### src/rtl/lpe_pkg.sv
`default_nettype none

package lpe_pkg;

	// Level conversion: time / 61 for times below the limit, else full level
	localparam int unsigned TIME_LIMIT  = 15625 - 77;
	localparam int unsigned TIME_W      = 16;
	localparam int unsigned TIME_USED_W = 14;
	localparam int unsigned RECIP_SHIFT = 26;
	localparam int unsigned LEVEL_RECIP = (1 << RECIP_SHIFT) / 61 + 1;
	localparam int unsigned RECIP_W     = 21;
	localparam int unsigned PROD_W      = TIME_USED_W + RECIP_W;
	localparam int unsigned LEVEL_W     = 8;
	localparam logic [LEVEL_W-1:0] FULL_LEVEL = 8'd255;

	// Weights W(i) = 329 - 94*i
	localparam int WEIGHT_LEFT = 329;
	localparam int WEIGHT_STEP = 94;
	localparam int MID_OFFSET  = 47;

	localparam logic [2:0] NO_LINE_FIRST = 3'd3;
	localparam logic [2:0] NO_LINE_LAST  = 3'd4;

	localparam int unsigned THR_W = 11;
	localparam logic [THR_W-1:0] THRESHOLD_RESET = 11'd1000;

	// Divider: 15-bit magnitude numerator, 9-bit magnitude divisor
	localparam int unsigned NUM_W      = 15;
	localparam int unsigned DEN_W      = 9;
	localparam int unsigned DIV_BITS   = 3;
	localparam int unsigned DIV_STAGES = NUM_W / DIV_BITS;
	localparam int unsigned BASE_W     = 11;
	localparam int unsigned POS_W      = 16;

	typedef struct packed {
		logic [NUM_W-1:0]         nq;       // numerator shifting out, quotient shifting in
		logic [DEN_W-1:0]         den_mag;
		logic [DEN_W-1:0]         rem;
		logic                     neg;
		logic                     dz;
		logic                     single;
		logic signed [BASE_W-1:0] base;
		logic                     found;
		logic [2:0]               first;
		logic [2:0]               last;
	} div_word_t;

	// Position before interpolation: W(f) alone, or mean weight minus 47
	function automatic logic signed [BASE_W-1:0] base_of(
		input logic [2:0] first,
		input logic [2:0] last
	);
		int v;
		if (first == last) begin
			v = WEIGHT_LEFT - WEIGHT_STEP * int'(first);
		end else begin
			v = WEIGHT_LEFT - MID_OFFSET - MID_OFFSET * (int'(first) + int'(last));
		end
		return BASE_W'(v);
	endfunction

endpackage

`default_nettype wire

### src/rtl/lpe_front.sv
`default_nettype none

module lpe_front import lpe_pkg::*; (
	input  logic               clk,
	input  logic               arst_n,
	input  logic               in_valid,
	output logic               in_stall,
	input  logic [7:0]         line_mask,
	input  logic [TIME_W-1:0]  time_2,
	input  logic [TIME_W-1:0]  time_3,
	input  logic [TIME_W-1:0]  time_4,
	input  logic [TIME_W-1:0]  time_5,
	input  logic [THR_W-1:0]   threshold,
	output logic               out_valid,
	output div_word_t          out_word,
	input  logic               down_ready
);

	logic               v_s1, v_s2, v_s3;
	logic               rdy_s1, rdy_s2, rdy_s3;

	logic [7:0]         mask_s1;
	logic [LEVEL_W-1:0] lvl_s1 [4];
	logic [2:0]         first_s1, last_s1;
	logic               found_s1;

	logic signed [8:0]  diff_s2;
	logic signed [9:0]  den_s2;
	logic signed [BASE_W-1:0] base_s2;
	logic               single_s2;
	logic               found_s2;
	logic [2:0]         first_s2, last_s2;

	div_word_t          word_s3;

	assign rdy_s3   = !v_s3 || down_ready;
	assign rdy_s2   = !v_s2 || rdy_s3;
	assign rdy_s1   = !v_s1 || rdy_s2;
	assign in_stall = !rdy_s1;

	// Stage 1: levels of the middle sensors, first and last set sensors
	logic [TIME_W-1:0]  tm [4];
	logic [PROD_W-1:0]  prod [4];
	logic [LEVEL_W-1:0] lvl_c [4];
	logic [2:0]         first_c, last_c;

	always_comb begin
		tm[0] = time_2;
		tm[1] = time_3;
		tm[2] = time_4;
		tm[3] = time_5;
		for (int k = 0; k < 4; k++) begin
			prod[k]  = PROD_W'(tm[k][TIME_USED_W-1:0]) * PROD_W'(LEVEL_RECIP);
			lvl_c[k] = (tm[k] < TIME_W'(TIME_LIMIT)) ? prod[k][RECIP_SHIFT +: LEVEL_W]
			                                          : FULL_LEVEL;
		end
	end

	always_comb begin
		first_c = NO_LINE_FIRST;
		last_c  = NO_LINE_LAST;
		for (int i = 7; i >= 0; i--) begin
			if (line_mask[i]) first_c = 3'(i);
		end
		for (int i = 0; i < 8; i++) begin
			if (line_mask[i]) last_c = 3'(i);
		end
	end

	always_ff @(posedge clk or negedge arst_n) begin
		if (!arst_n) begin
			v_s1 <= 1'b0;
		end else if (rdy_s1) begin
			v_s1 <= in_valid;
		end
	end

	always_ff @(posedge clk) begin
		if (rdy_s1 && in_valid) begin
			mask_s1  <= line_mask;
			lvl_s1   <= lvl_c;
			first_s1 <= first_c;
			last_s1  <= last_c;
			found_s1 <= |line_mask;
		end
	end

	// Stage 2: pick the end levels, offset them by the threshold terms
	logic [LEVEL_W-1:0] lvl_all [8];
	logic [LEVEL_W-1:0] lf, ll;

	always_comb begin
		for (int i = 0; i < 8; i++) begin
			lvl_all[i] = mask_s1[i] ? FULL_LEVEL : '0;
		end
		for (int k = 0; k < 4; k++) begin
			lvl_all[k + 2] = lvl_s1[k];
		end
		lf = lvl_all[first_s1];
		ll = lvl_all[last_s1];
	end

	always_ff @(posedge clk or negedge arst_n) begin
		if (!arst_n) begin
			v_s2 <= 1'b0;
		end else if (rdy_s2) begin
			v_s2 <= v_s1;
		end
	end

	always_ff @(posedge clk) begin
		if (rdy_s2 && v_s1) begin
			diff_s2   <= $signed({1'b0, lf}) - $signed({1'b0, threshold[THR_W-1:3]});
			den_s2    <= $signed({2'b00, lf}) + $signed({2'b00, ll})
			           - $signed({1'b0, threshold[THR_W-1:2]});
			base_s2   <= base_of(first_s1, last_s1);
			single_s2 <= (first_s1 == last_s1);
			found_s2  <= found_s1;
			first_s2  <= first_s1;
			last_s2   <= last_s1;
		end
	end

	// Stage 3: scale the numerator, split signs from magnitudes
	logic signed [POS_W-1:0] num_c;
	logic [POS_W-1:0]        num_abs;
	logic [9:0]              den_abs;

	always_comb begin
		num_c   = $signed({{(POS_W-9){diff_s2[8]}}, diff_s2}) * POS_W'(WEIGHT_STEP);
		num_abs = num_c[POS_W-1] ? POS_W'(-num_c) : POS_W'(num_c);
		den_abs = den_s2[9] ? 10'(-den_s2) : 10'(den_s2);
	end

	always_ff @(posedge clk or negedge arst_n) begin
		if (!arst_n) begin
			v_s3 <= 1'b0;
		end else if (rdy_s3) begin
			v_s3 <= v_s2;
		end
	end

	always_ff @(posedge clk) begin
		if (rdy_s3 && v_s2) begin
			word_s3.nq      <= num_abs[NUM_W-1:0];
			word_s3.den_mag <= den_abs[DEN_W-1:0];
			word_s3.rem     <= '0;
			word_s3.neg     <= num_c[POS_W-1] ^ den_s2[9];
			word_s3.dz      <= (den_s2 == '0) && !single_s2;
			word_s3.single  <= single_s2;
			word_s3.base    <= base_s2;
			word_s3.found   <= found_s2;
			word_s3.first   <= first_s2;
			word_s3.last    <= last_s2;
		end
	end

	assign out_valid = v_s3;
	assign out_word  = word_s3;

endmodule

`default_nettype wire

### src/rtl/lpe_div_stage.sv
`default_nettype none

module lpe_div_stage import lpe_pkg::*; (
	input  logic      clk,
	input  logic      arst_n,
	input  logic      in_valid,
	input  div_word_t in_word,
	output logic      in_ready,
	output logic      out_valid,
	output div_word_t out_word,
	input  logic      down_ready
);

	logic      v_s1;
	div_word_t word_s1;
	div_word_t nxt;
	logic [DEN_W:0] trial;

	assign in_ready = !v_s1 || down_ready;

	// Restoring division, a few quotient bits per stage
	always_comb begin
		nxt   = in_word;
		trial = '0;
		for (int b = 0; b < DIV_BITS; b++) begin
			trial  = {nxt.rem, nxt.nq[NUM_W-1]};
			nxt.nq = {nxt.nq[NUM_W-2:0], 1'b0};
			if (trial >= {1'b0, nxt.den_mag}) begin
				trial     = trial - {1'b0, nxt.den_mag};
				nxt.nq[0] = 1'b1;
			end
			nxt.rem = trial[DEN_W-1:0];
		end
	end

	always_ff @(posedge clk or negedge arst_n) begin
		if (!arst_n) begin
			v_s1 <= 1'b0;
		end else if (in_ready) begin
			v_s1 <= in_valid;
		end
	end

	always_ff @(posedge clk) begin
		if (in_ready && in_valid) begin
			word_s1 <= nxt;
		end
	end

	assign out_valid = v_s1;
	assign out_word  = word_s1;

endmodule

`default_nettype wire

### src/rtl/line_position_estimator.sv
`default_nettype none

// Line position estimator for an eight-sensor reflectance array. One frame
// (line mask and four middle-sensor capture times) enters per cycle while
// in_stall is low, and one result leaves per frame, in order. A frame passes
// the stages for level conversion and operand setup, five divider stages of
// three quotient bits each, and the output register. Throughput is one frame
// per clock while out_stall is low; the pipeline collapses bubbles, so input
// keeps flowing while a result waits on out_stall as long as a stage is empty.
// threshold_us resets to 1000 and is written through the cfg channel, which is
// always ready; write it only while no frame is in flight.

module line_position_estimator import lpe_pkg::*; (
	input  logic                    clk,
	input  logic                    arst_n,
	input  logic                    cfg_valid,
	output logic                    cfg_ready,
	input  logic [THR_W-1:0]        threshold_us,
	input  logic                    in_valid,
	output logic                    in_stall,
	input  logic [7:0]              line_mask,
	input  logic [TIME_W-1:0]       time_2,
	input  logic [TIME_W-1:0]       time_3,
	input  logic [TIME_W-1:0]       time_4,
	input  logic [TIME_W-1:0]       time_5,
	output logic                    out_valid,
	input  logic                    out_stall,
	output logic signed [POS_W-1:0] position_error,
	output logic                    line_found,
	output logic [2:0]              first_index,
	output logic [2:0]              last_index,
	output logic                    divide_by_zero
);

	logic [THR_W-1:0] threshold_q;

	assign cfg_ready = 1'b1;

	always_ff @(posedge clk or negedge arst_n) begin
		if (!arst_n) begin
			threshold_q <= THRESHOLD_RESET;
		end else if (cfg_valid) begin
			threshold_q <= threshold_us;
		end
	end

	logic      dv    [DIV_STAGES+1];
	div_word_t dw    [DIV_STAGES+1];
	logic      drdy  [DIV_STAGES+1];
	logic      out_ready;

	lpe_front u_front (
		.clk        (clk),
		.arst_n     (arst_n),
		.in_valid   (in_valid),
		.in_stall   (in_stall),
		.line_mask  (line_mask),
		.time_2     (time_2),
		.time_3     (time_3),
		.time_4     (time_4),
		.time_5     (time_5),
		.threshold  (threshold_q),
		.out_valid  (dv[0]),
		.out_word   (dw[0]),
		.down_ready (drdy[0])
	);

	for (genvar g = 0; g < DIV_STAGES; g++) begin : g_div
		lpe_div_stage u_stage (
			.clk        (clk),
			.arst_n     (arst_n),
			.in_valid   (dv[g]),
			.in_word    (dw[g]),
			.in_ready   (drdy[g]),
			.out_valid  (dv[g+1]),
			.out_word   (dw[g+1]),
			.down_ready (drdy[g+1])
		);
	end

	assign out_ready            = !out_valid || !out_stall;
	assign drdy[DIV_STAGES]     = out_ready;

	// Apply the quotient sign, drop the term for one sensor or a zero divisor
	div_word_t               fin;
	logic signed [POS_W-1:0] q_c;
	logic signed [POS_W-1:0] pos_c;

	always_comb begin
		fin   = dw[DIV_STAGES];
		q_c   = fin.neg ? -$signed({1'b0, fin.nq}) : $signed({1'b0, fin.nq});
		pos_c = $signed({{(POS_W-BASE_W){fin.base[BASE_W-1]}}, fin.base});
		if (!fin.single && !fin.dz) begin
			pos_c = pos_c + q_c;
		end
	end

	always_ff @(posedge clk or negedge arst_n) begin
		if (!arst_n) begin
			out_valid <= 1'b0;
		end else if (out_ready) begin
			out_valid <= dv[DIV_STAGES];
		end
	end

	always_ff @(posedge clk) begin
		if (out_ready && dv[DIV_STAGES]) begin
			position_error <= pos_c;
			line_found     <= fin.found;
			first_index    <= fin.first;
			last_index     <= fin.last;
			divide_by_zero <= fin.dz;
		end
	end

endmodule

`default_nettype wire

### config.mk
export PLATFORM = sky130hd
export DESIGN_NAME = line_position_estimator
export DESIGN_NICKNAME = d
export VERILOG_FILES = /design/src/rtl/lpe_pkg.sv /design/src/rtl/lpe_front.sv /design/src/rtl/lpe_div_stage.sv /design/src/rtl/line_position_estimator.sv
export SDC_FILE = /design/constraint.sdc
export NUM_CORES = 2
export LEC_CHECK = 0
export BUFFER_PORTS_ARGS = -buffer_cell sky130_fd_sc_hd__buf_2
export CAP_MARGIN = 20
export CORE_ASPECT_RATIO = 0.6
export CORE_MARGIN = 5
export CORE_UTILIZATION = 25
export DETAILED_ROUTE_END_ITERATION = 6
export PLACE_DENSITY = 0.49
export SETUP_SLACK_MARGIN = 0.4
export SYNTH_ARGS = -nofsm -noshare
export SYNTH_HDL_FRONTEND = slang
export SYNTH_SLANG_ARGS = --single-unit
export TNS_END_PERCENT = 5
### constraint.sdc
create_clock -name clk -period 9.3 [get_ports clk]
set_clock_uncertainty 0.05 [all_clocks]
set_input_delay 0 -clock clk [delete_from_list [all_inputs] [get_ports clk]]
set_output_delay 0 -clock clk [all_outputs]
set_load 0.01 [all_outputs]
## After elaboration in Yosys (flattened, before gate mapping)

Cells that the tools add are included.

| word-level totals | value |
|---|---|
| register bits after elaboration | 426 |
| output and inout port bits | 27 |

| cells by class | value |
|---|---|
| add/subtract/negate cells | 24 |
| multipliers | 7 |
| magnitude comparators | 21 |
| equal/unequal tests | 1 |
| muxes and demuxes | 58 |
| bitwise operators | 3 |
| reduce and logical (&&, ||, !) cells | 40 |

Operator list:

| cell | count |
|---|---|
| >= comparator 10 x 9 -> 1 bit | 14 |
| 2-to-1 mux 9 bit | 15 |
| multiplier 14 x 20 -> 33 bit (second input constant) | 4 |
| subtractor 9 bit | 13 |
| less-than comparator 16 x 14 -> 1 bit (second input constant) | 4 |
| 2-to-1 mux 8 bit | 8 |
| binary-select mux 8 bit (select 3 bit) | 2 |
| multiplier 7 x 32 -> 11 bit (first input constant) | 1 |
| 2-to-1 mux 16 bit | 2 |
| 2-to-1 mux 3 bit | 8 |
| subtractor 10 x 11 -> 11 bit (first input constant) | 2 |
| 2-to-1 mux 1 bit | 17 |
| adder 11 x 16 -> 16 bit | 1 |
| negation 15 -> 16 bit | 1 |
| multiplier 9 x 7 -> 15 bit (second input constant) | 1 |
| 2-to-1 mux 15 bit | 1 |
| negation 15 bit | 1 |
| zero test 1 bit | 14 |
| logical AND 1 bit | 11 |
| 2-to-1 mux 11 bit | 1 |
| zero test 10 bit | 1 |
| subtractor 10 bit | 1 |
| adder 8 x 8 -> 9 bit | 1 |
| >= comparator 1 x 9 -> 1 bit | 1 |
| other kinds (14) | 29 |

## Logic depth before layout (Yosys ltp)

| logic depth | value |
|---|---|
| depth after elaboration | 11 |
| gate-level depth with buffers | 33 |
| gate-level depth less buffers | 31 |

## Cells and area by module

Synthesis repeated with hierarchy kept, for this count alone.

| unflattened totals | value |
|---|---|
| cells, all modules | 3803 |
| area, all modules | 42411.9 um2 |

Modules (own cells, without submodules):

| module | instances | cells an instance | area an instance (um2) | seq. area each (um2) |
|---|---|---|---|---|
| lpe_front | 1 | 2352 | 24170.7 | 3828.7 |
| lpe_div_stage (g_div[0].u_stage ...) | 4 | 242 | 3136.8 | 1646.6 |
| lpe_div_stage (g_div[4].u_stage) | 1 | 239 | 3205.6 | 1646.6 |
| line_position_estimator | 1 | 244 | 2488.6 | 1028.5 |

## Least setup slack after synthesis

OpenSTA, ideal clock, no wires.

| timing | value |
|---|---|
| path type | register to register |
| start point | register g_div[0].u_stage.word_s1 (netlist bit g_div[0].u_stage.out_word[53]) |
| end point | register g_div[1].u_stage.word_s1 (netlist bit g_div[1].u_stage.out_word[22]), data pin |
| library setup time | 0.260 ns |
| arrival | 6.307 ns |
| required time | 8.990 ns |
| setup slack | 2.683 ns |
| stages on the path, launching flop included | 32 |
| path buffers | 3 |
| clock period less this slack | 6.617 ns |
| cell sequence | edfxtp_1 inv_1 ha_1 inv_1 fa_1 a21o_1 a21oi_1 o21ai_0 a211oi_1 o21ai_0 buf_2 mux2_2 ha_1 nor2b_1 o21ai_0 nand2b_1 nor2b_1 o41ai_1 o311a_1 clkbuf_1 o21ai_0 fa_1 a21o_1 a21oi_1 o21ai_0 a21oi_1 nor2b_1 nor3_1 o21ai_0 a21o_1 buf_4 mux2_2 |

RTL lines:

| item | RTL line | text |
|---|---|---|
| from (decl) | lpe_div_stage.sv:15 | `div_word_t word_s1;` |
| from (signal assigned) | lpe_div_stage.sv:46 | `word_s1 <= nxt;` |
| to (signal assigned) | lpe_div_stage.sv:46 |  |
| to (decl) | lpe_div_stage.sv:15 |  |

==> metrics.md <==
| Metric | Value |
|---|---|
| Clock Path Buffers | `3` |
| Inserted Clock Buffers | `roughly 40` |
| DPL Wire Length | `74500 µm` |
| CTS sink cnt | `415` |
| Area leader, netlist | `edfxtp_1` |
| Max FO, Critical Path | `16` |
| DR WL/cell | `15.2 µm` |
| Worst Hold Class | `in -> async` |
| GR peak layer | `met1` |
| CP required | `9.57 ns` |
| First-pass GRT wire length | `147000 µm` |
| Layout cells sized above 1 | `0.0857` |
| Post-synth design cell area | `0.0397 mm²` |
| Max_cap viols | `0` |
| Via count of the routed design | `25.3k` |
| Crit path from | `g_div[0].u_stage.out_word[30]$_DFFE_PP_` |
| Yosys top cell area share | `0.300` |
| Post-synth top flop | `edfxtp_1` |
| Slowest-stage cell, CP | `o311a_1` |
| Final hold vios | `0` |
| TNS Setup | `0 ns` |
| EDFF count, synth | `397` |
| Fin crit period | `7.68 ns` |
| Post-Layout Cell Count | `5933` |
| Root Buffer | `clkbuf_16` |
| Hold WS | `around 0.027 ns` |
| Synth Register Bits | `between 400 and 500` |
| Register area share after synthesis | `0.312` |
| Max_slew headroom | `0.321` |
| CP endpoint kind | `flip-flop` |
| Final wirelength | `90200 µm` |
| # H-tree levels | `2` |
| Least-Margin Pin Slew | `1.02 ns` |
| Mapped Avg Cell Area | `11.1 µm²` |
| Met3 Track Usage GR | `0.0144` |
| Worst r2r src | `g_div[0].u_stage.out_word[30]$_DFFE_PP_` |
| Starting Density | `0.251` |
| Vias in the first global route | `26.1k` |
| GPL Wtd Cong | `0.826` |
| Worst-path clk slew | `around 0.070 ns` |
| Remaining global-route overflow | `0` |
| Via/cell ratio | `roughly 4.3` |
| Post-synth top cells | `ha_1 (752), inv_1 (660), edfxtp_1 (397)` |
| Grt met2 use | `0.143` |
| Number of post-CTS setup repair buffers | `0` |
| Final Setup Violations | `0` |
| Crit path arrival time | `7.94 ns` |
| Fin nets | `4920` |
| Area growth from synthesis to layout | `13.2%` |
| PortBufs | `111` |
| Final worst-path cycle share | `0.826` |
| Warnings, synthesis | `0` |
| Residual DRC | `0` |
| Top post-synthesis cells by area | `edfxtp_1 (30%), ha_1 (24%), fa_1 (15%)` |
| Ant diodes | `0` |
| CP max stage delay | `0.59 ns` |
| Row count | `about 110` |
| Worst setup path class | `reg -> reg` |
| Worst path most repeated cell | `o21ai_0` |
| I/O Pins | `115` |
| Global-route usage over all layers | `0.109` |
| 1st-pass router iterations | `5` |
| Die Y | `319 µm` |
| Die area | `0.167 mm²` |
| Core area | `~0.16 mm²` |
| Post-Syn Instances | `3583` |
| CTS tree | `done` |
| Die Wd | `roughly 520 µm` |
| Cells after DPL | `5806` |
| Initial antenna violation count | `3` |
| Final ANT Viol Nets | `0` |
| Cell with the most instances after synthesis | `ha_1` |
| RSZ-0062 raised after global routing | `no` |
| Worst-Skew Late Latency | `between 0.5 and 0.6 ns` |
| Mapped Nets | `4730` |
| Synth async-reset ratio | `0.0434` |
| Pin count of the biggest net entering global routing | `54` |
| Outcome | `complete, no violations` |
| Final Max Tran Viols | `0` |
| Starting DRC count in detailed routing | `1516` |
| Met1 usage | `0.187` |
| Distinct cells, synth | `84` |
| Fmax | `130 MHz` |
| Crit start category | `flip-flop` |
layout by cell type (no fill, tap or decap), types with 113 or more instances in the layout:
cell type	count
a21oi_1	158
buf_2	113
edfxtp_1	397
fa_1	307
ha_1	752
inv_1	660
nand2_1	175
nor2_1	126
o21ai_0	151
xnor2_1	127
per-layer routing:
layer / vias up / wire length, µm
met3: 64 / 3560
li1: 12691 / -
met4: 2 / 1240
met1: 12109 / 52600
met5: - / 8
met2: 386 / 32800
final timing paths:
path / end / slack (ns) / depth (start not counted)
setup / recovery: g_div[1].u_stage.out_word[25]$_DFFE_PP_ / 1.62 / 28
hold / removal: threshold_q[8]$_DFFE_PN1P_ / 0.03 / 2
setup reg to reg: g_div[1].u_stage.out_word[25]$_DFFE_PP_ / 1.62 / 28
hold reg to reg: g_div[0].u_stage.out_word[10]$_DFFE_PP_ / 0.36 / 0
max in group asynchronous: g_div[4].u_stage.out_valid$_DFFE_PN0P_ / 7.90 / 3
min in group clk: u_front.lvl_all[31]$_SDFFCE_PP1P_ / 0.05 / 4
logic make-up after synthesis:
kind of cell | share of synthesized area
adder cells (fa/ha/maj) | 0.392
buffers and inverters | 0.0663
AO/OA/AOI/OAI | 0.0887
AND/OR/NAND/NOR | 0.0671
flip-flops | 0.312
XOR/XNOR | 0.0437
multiplexers | 0.0301
other | 0.0000945
timing repair:
action / 4_1_cts / 5_1_grt
hold buffers: 49 / 0
endpoints found under the hold margin: 98 / 0
resized for setup: 0 / 0
metrics by stage:
stage	setup WS, ns	cell area (µm²)	util
after global routing	0.997	44900	0.284
after detailed placement	1.75	42900	0.272
after floorplan	2.68	39700	-
final	1.62	44900	0.284
after CTS	1.71	44900	0.284
after global placement	1.71	42900	0.272
registers in the layout, indices dropped and copies added, names as in the netlist, 3 cells and up:
register                 flops
u_front.den_s2              10
position_error              16
first_index                  3
u_front.mask_s1              4
u_front.last_s1              3
g_div.u_stage.out_word     248
u_front.first_s2             3
u_front.out_word            44
u_front.last_s2              3
u_front.lvl_all             32
g_div.u_stage.out_valid      5
threshold_q                  9
u_front.base_s2             11
u_front.first_s1             3
u_front.diff_s2              9
last_index                   3
critical path, delay by kind of cell, from the launching register on:
| kind | cells | cell delay (ns) |
|---|---|---|
| and+or+nand+nor | 5 | 0.76 |
| muxes | 2 | 0.62 |
| adders and majority gates | 4 | 1.44 |
| AOI/OAI and AO/OA | 15 | 3.83 |
| DFF | 1 | 0.43 |
| buffers and inverters | 2 | 0.26 |
final cells by class:
class / count / area, µm²
clock inverter: 32 / 449
clock buffer: 44 / 1060
timing repair buffer: 178 / 1180
fill: 16439 / 113000
inverter: 661 / 2480
multi-input combinational: 2476 / 24700
tap: 2127 / 2660
sequential: 415 / 12400
Power is not shown: default switching activity piles up to over one toggle a cycle in this logic, so the estimate is an artifact.
